## src/rtl/chr_pkg.sv

```systemverilog
// Shared types, constants and tables for the CAN position range block.
`default_nettype none
package chr_pkg;

    localparam int CORDIC_STEPS = 24;
    localparam int NSTEP        = (CORDIC_STEPS < 32) ? CORDIC_STEPS : 32;
    localparam int SQRT_STEPS   = 31;
    localparam int FIFO_DEPTH   = 4;
    localparam int PADDR_W      = 4;

    typedef struct packed {
        logic [28:0] frame_ident;
        logic [31:0] lat_word;
        logic [31:0] lon_word;
    } in_beat_t;

    typedef struct packed {
        logic        side;
        logic [31:0] distance_cm;
        logic        in_range;
    } out_beat_t;

    typedef struct packed {
        logic        side;
        logic [31:0] lat;
        logic [31:0] lon;
    } job_t;

    typedef struct packed {
        logic full;
        logic empty;
    } fifo_stat_t;

    typedef enum logic [1:0] {
        REG_REF_LAT  = 2'd0,
        REG_REF_LON  = 2'd1,
        REG_MIN_DIST = 2'd2,
        REG_MAX_DIST = 2'd3
    } reg_idx_t;

    localparam logic [28:0] ID_MASK  = 29'h7FF;
    localparam logic [28:0] ID_FRONT = 29'h0D1;
    localparam logic [28:0] ID_REAR  = 29'h0E1;

    localparam logic [27:0] RST_REF_LAT  = 28'd12345678;
    localparam logic [28:0] RST_REF_LON  = 29'd98765432;
    localparam logic [30:0] RST_MIN_DIST = 31'd0;
    localparam logic [30:0] RST_MAX_DIST = 31'd2100000000;

    // angle wrap into [-180e6, 180e6) microdegrees
    localparam logic [32:0]        DEG_WRAP = 33'd360000000;
    localparam logic signed [29:0] DEG_HALF = 30'sd180000000;
    localparam logic signed [34:0] WRAP_OFS = 35'sd2700000000; // half turn plus seven turns

    // pi/180e6 in Q60, split for two narrow multipliers
    localparam logic [34:0] RAD_K   = 35'd20122276271;
    localparam logic [16:0] RAD_KHI = RAD_K[34:18];
    localparam logic [17:0] RAD_KLO = RAD_K[17:0];

    localparam logic signed [33:0] HALFPI30 = 34'sd1686629713;
    localparam logic signed [33:0] PI30     = 34'sd3373259426;
    localparam logic signed [33:0] GAIN30   = 34'sd652032874;
    localparam logic [30:0]        ONE30    = 31'd1073741824;
    localparam logic [30:0]        TWO_RADIUS_CM = 31'd1274200000;

    localparam logic [30:0] ATAN_Q30 [32] = '{
        31'd843314857, 31'd497837829, 31'd263043837, 31'd133525159, 31'd67021687,
        31'd33543516, 31'd16775851, 31'd8388437, 31'd4194283, 31'd2097149,
        31'd1048576, 31'd524288, 31'd262144, 31'd131072, 31'd65536, 31'd32768,
        31'd16384, 31'd8192, 31'd4096, 31'd2048, 31'd1024, 31'd512, 31'd256,
        31'd128, 31'd64, 31'd32, 31'd16, 31'd8, 31'd4, 31'd2, 31'd1, 31'd0
    };

endpackage
`default_nettype wire

```

## src/rtl/chr_fifo.sv

```systemverilog
// Short job queue between front end and math pipeline.
`default_nettype none
module chr_fifo (
    input  wire logic          aclk,
    input  wire logic          aresetn,
    input  wire logic          push,
    input  wire chr_pkg::job_t push_job,
    input  wire logic          pop,
    output chr_pkg::job_t      pop_job,
    output chr_pkg::fifo_stat_t stat
);
    import chr_pkg::*;

    localparam int PW = $clog2(FIFO_DEPTH);
    localparam int CW = $clog2(FIFO_DEPTH + 1);

    job_t          slot_reg [FIFO_DEPTH];
    logic [PW-1:0] wr_ptr_reg;
    logic [PW-1:0] rd_ptr_reg;
    logic [CW-1:0] count_reg;
    logic [CW-1:0] count_next;

    assign stat.full  = (count_reg == CW'(FIFO_DEPTH));
    assign stat.empty = (count_reg == '0);
    assign pop_job    = slot_reg[rd_ptr_reg];

    always_comb begin
        count_next = count_reg;
        if (push && !pop) begin
            count_next = count_reg + 1'b1;
        end else if (pop && !push) begin
            count_next = count_reg - 1'b1;
        end
    end

    always_ff @(posedge aclk) begin
        if (!aresetn) begin
            wr_ptr_reg <= '0;
            rd_ptr_reg <= '0;
            count_reg  <= '0;
        end else begin
            if (push) begin
                wr_ptr_reg <= (wr_ptr_reg == PW'(FIFO_DEPTH - 1)) ? '0 : wr_ptr_reg + 1'b1;
            end
            if (pop) begin
                rd_ptr_reg <= (rd_ptr_reg == PW'(FIFO_DEPTH - 1)) ? '0 : rd_ptr_reg + 1'b1;
            end
            count_reg <= count_next;
        end
    end

    always_ff @(posedge aclk) begin
        if (push) begin
            slot_reg[wr_ptr_reg] <= push_job;
        end
    end

endmodule
`default_nettype wire

```

## config.mk

```make
export PLATFORM = sky130hd
export DESIGN_NAME = chr_fifo
export DESIGN_NICKNAME = d
export VERILOG_FILES = /design/src/rtl/chr_pkg.sv /design/src/rtl/chr_fifo.sv
export SDC_FILE = /design/constraint.sdc
export NUM_CORES = 1
export LEC_CHECK = 0
export ABC_CLOCK_PERIOD_IN_PS = 4400
export BUFFER_PORTS_ARGS = -buffer_cell sky130_fd_sc_hd__buf_2
export CAP_MARGIN = 25
export CELL_PAD_IN_SITES_DETAIL_PLACEMENT = 1
export CELL_PAD_IN_SITES_GLOBAL_PLACEMENT = 1
export CORE_MARGIN = 10
export CORE_UTILIZATION = 54
export CTS_CLUSTER_DIAMETER = 100
export DETAILED_ROUTE_END_ITERATION = 8
export PLACE_DENSITY_LB_ADDON = 0.1
export SYNTH_ARGS = -nofsm -noshare
export SYNTH_HDL_FRONTEND = slang
export SYNTH_SLANG_ARGS = --single-unit
```

## constraint.sdc

```tcl
create_clock -name aclk -period 4.4 [get_ports aclk]
set_input_delay 0 -clock aclk [delete_from_list [all_inputs] [get_ports aclk]]
set_output_delay 0 -clock aclk [all_outputs]
set_load 0.02 [all_outputs]
```

### Yosys cells after proc, flatten, opt, wreduce, memory -nomap -nowiden

Memories as Yosys holds them, arrays and structs flattened. A register that Yosys moved wholly into a read port is not among the register bits.
Index checks and enable logic that the tools add are counted.

| word-level totals | value |
|---|---|
| bits in latches | 0 |
| word-level logic and storage cells | 25 |
| memory bits (writable) | 260 |
| memories | 1 |
| register bits after elaboration | 7 |
| output and inout port bits | 67 |
| bits in read-only memories | 0 |

| operators by class | value |
|---|---|
| div/mod/pow operators | 0 |
| muxes and demuxes | 8 |
| bitwise operators | 0 |
| reduce and logical (&&, ||, !) cells | 6 |
| $add $sub $neg | 4 |
| equality and inequality tests | 3 |
| $mul | 0 |
| magnitude comparators | 0 |
| shift-type cells | 0 |

Memories:

| memory | words | bits a word | read ports | clocked after Yosys merged registers in | wr ports | line | RTL |
|---|---|---|---|---|---|---|---|
| slot_reg | 4 | 65 | 1 | 1 | 1 | chr_fifo.sv:17 | `job_t slot_reg [FIFO_DEPTH];` |

Operator list:

| operator | count |
|---|---|
| 2-bit two-way mux | 4 |
| 3-bit two-way mux | 2 |
| 2-bit by 1-bit adder with 2-bit output (second input constant) | 2 |
| 2-bit equality test (second input constant) | 2 |
| 3-bit by 1-bit adder with 3-bit output (second input constant) | 1 |
| 3-bit equality test (second input constant) | 1 |
| 3-bit logical NOT | 1 |
| 3-bit by 1-bit subtractor with 3-bit output (second input constant) | 1 |
| 1-bit logical AND | 2 |
| 1-bit logical NOT | 2 |
| 1-bit two-way mux | 2 |
| 2-bit nonzero test | 1 |

### Logic depth before layout (Yosys ltp)

| logic depth | value |
|---|---|
| word-level depth | 4 |
| mapped depth | 7 |
| depth with buffers taken out | 7 |

### Worst setup path before layout

No wires, ideal clock.

| path | value |
|---|---|
| kind | flip-flop to flip-flop |
| start | reg wr_ptr_reg[0] |
| end | mem slot_reg[3][0] (netlist bit) (enable) |
| slack | 1,894 ps |
| cell stages (with the launch flop) | 3 |
| period minus slack after synthesis | 2,506 ps |
| path buffers | 0 |
| data arrival time | 2,076 ps |
| library setup time | 430 ps |
| data required time | 3,970 ps |
| cell sequence | dfxtp_1 ha_1 and2_1 |

RTL lines:

| item | line | RTL |
|---|---|---|
| from (decl) | chr_fifo.sv:18 | `logic [PW-1:0] wr_ptr_reg;` |
| from (signal assigned) | chr_fifo.sv:43 | `wr_ptr_reg <= (wr_ptr_reg == PW'(FIFO_DEPTH - 1)) ? '0 : wr_ptr_reg + 1'b1;` |
| to (decl) | chr_fifo.sv:17 |  |

Straight into the memory's write port.

==> out/qor.yml <==
holdBufCountCts: 69
synth_xor_area_share_pct: 0.177
pre_cts_ws_ns: 2.26
clk_path_buf_depth: 3
cts_sinks: 269
synth-compound-area-share_pct: 0.203
fin_cells: 859
ff2ff_path_depth: 3
place_hpwl_um: 11400
largest_reg_flops: 260
antenna_found_initial: 2
antenna_left: 0
worst_slew_pin_slew_ns: 1.00
comb_power_share_pct: 10.0
maxSlewViolCount: 0
cp_slowest_cell: "dfxtp_4"
core_area_um2: 18000
io_pins: 136
die-area_um2: 24100
io_buffers: 135
clock_latency_ns: 0.53
skew_ns: 0.0120
fp.dieW_um: 155
end_kind: "primary output"
synthCells: 383
path_buf_inv: 2
cts_buffers: 27
drc_errors: 0
ys_seq_area_share_pct: 80.8
cts_resized: 0
cp-start-kind: "flip-flop"
final_nets: 684
max_freq_ghz: 0.385
cts_tree: "done"
drtIter0Drc: 256
p_switching_w: 0.00129
ff_latch_area_um2: 8000
critical_path_class: "flip-flop to primary output"
cts_setup_buffers: 0
routabilityCongestion: 0.678
numPlacedInstances: 735
hold_class: "input port to flip-flop"
run_status: "complete, no violations"
grt_pass1_wl_um: 31800
viasPerCell: 5.47
rsz0062_at_grt: "false"
peakVddDrop_mv: 0.431
grt_pass1_vias: 5551
fin_crit_sh_pct: 59.1
path_cells: "buf_4 > mux4_2 > buf_2"
synth-simple-area-share_pct: 0.912
slew_headroom_pct: 33.4
p_int_w: 0.00450
die_h_um: 155
syn_avg_cell_area_um2: 25.8
fin_crit_ns: 2.60
ys_ff_latch: 269
final_cell_mix: "260 x edfxtp_1, 135 x buf_2, 69 x dlygate4sd3_1, 65 x mux4_2, 27 x clkbuf_16"
holdPathStages: 2
start_util_pct: 55.0
globalRouteTotalUtil_pct: 17.0
synth_top_family_by_area: "multiplexers"
grt_remaining_overflow: 0
max_stage_delay_ns: 0.78
clkTransAtPathRegs_ns: 0.07
ys.warnings.count: 0
tns_ns: 0
final_common_cell: "edfxtp_1"
required_ns: 4.40
syn_area_um2: 9880
swShare_pct: 22.3
ys_types: 23
grt_max_degree: 66
powerDensity_nw_per_um2: 468
seq_power_share_pct: 51.8
maxCapViolCount: 0
leakage_nw: 4.25
worstPathArrival_ns: 2.60
routed_wl_um: 20700
areaGrowthSynthToFinish_pct: 25.2
placementRows: 49
setup_ws_ns: 1.80
p_clk_share_pct: 38.2
hold_slack_ns: 0.221
hold_violations: 0
cts-root-buf: "clkbuf_16"
setup_viol: 0
final_util_pct: 68.9
path_max_fanout: 32
wire_per_inst_um: 24.1
r2r-start: "wr_ptr_reg[0]"
synthMuxAreaShare_pct: 15.2
htreeDepth: 1
crit_cells: 3
route.vias.total: 4703
yosys.area_share.adder_pct: 0.962
cp_top_family: "flip-flops"
multi_input_area_um2: 1740
fillCellCount: 1423
drive_gt1_share_pct: 40.1
min_from: "push_job[14]"
syn_nets: 459
drt-pass1-iter-count: 4
-- cell type report --
class / instances / area share (%)
inverter: 4 / 0.121
antenna: 2 / 0.0404
clock inverter: 17 / 1.32
multi-input combinational: 96 / 14.0
clock buffer: 32 / 5.61
tap: 229 / 2.32
timing repair buffer: 210 / 11.9
sequential: 269 / 64.6
-- kinds of logic after synthesis --
family / Yosys count
flip-flops: 269
multiplexers: 69
buffers and inverters: 18
AND/OR/NAND/NOR: 15
adder cells (fa/ha/maj): 7
AO/OA/AOI/OAI: 3
XOR/XNOR: 2
-- path summary, 6_finish.rpt --
check / to / slack [ns]
hold reg to reg: wr_ptr_reg[1] / 0.56
setup / recovery: pop_job[31] / 1.80
setup reg to reg: slot_reg[3][62] / 2.65
hold / removal: slot_reg[2][14] / 0.22
-- power by group through the flow --
stage	clock, W	sequential (W)	combinational (W)
global placement	0	0.00305	0.000507
detailed placement	0	0.00306	0.000519
CTS	0.00226	0.00300	0.000574
floorplan	0	0.00301	0.000360
global route	0.00238	0.00301	0.000619
finish	0.00221	0.00300	0.000578
-- synthesized netlist by cell type, drive strengths merged --
| cell | count | area [um2] |
|---|---|---|
| inv | 4 | 15.0 |
| o21ai | 1 | 5.00 |
| nor2 | 1 | 3.75 |
| a21boi | 1 | 7.51 |
| o21a | 1 | 7.51 |
| dfxtp | 9 | 180 |
| or3 | 1 | 6.26 |
| clkbuf | 1 | 3.75 |
| ha | 6 | 75.1 |
| mux4 | 65 | 1460 |
| and2 | 5 | 31.3 |
| nor3b | 1 | 7.51 |
| nor2b | 5 | 31.3 |
| xnor2 | 1 | 8.76 |
| xor2 | 1 | 8.76 |
| buf | 13 | 149 |
| edfxtp | 260 | 7810 |
| fa | 1 | 20.0 |
| nor3 | 2 | 10.0 |
| mux2i | 4 | 40.0 |
-- routing by layer --
metal  share of wire, %  up-vias  global-route usage (%)
met2                 53      139                    30.8
met4                1.7        0                    4.32
met3                6.0       30                    4.11
met1                 39     2445                    19.7
met5                  0        -                       0
li1                   -     2089                       -
-- worst register-to-register path, stage by stage (launching register included) --
cell and delay, ns:
dfxtp_1 0.42, ha_1 0.21, and2_4 0.47, buf_12 0.31
-- per-stage QoR --
stage	area (um2)	power [W]
CTS	12300	0.00583
detailed placement	10700	0.00358
global placement	10700	0.00355
floorplan	9880	0.00337
global route	12400	0.00601
finish	12400	0.00579
(Power assumes the default switching activity.)
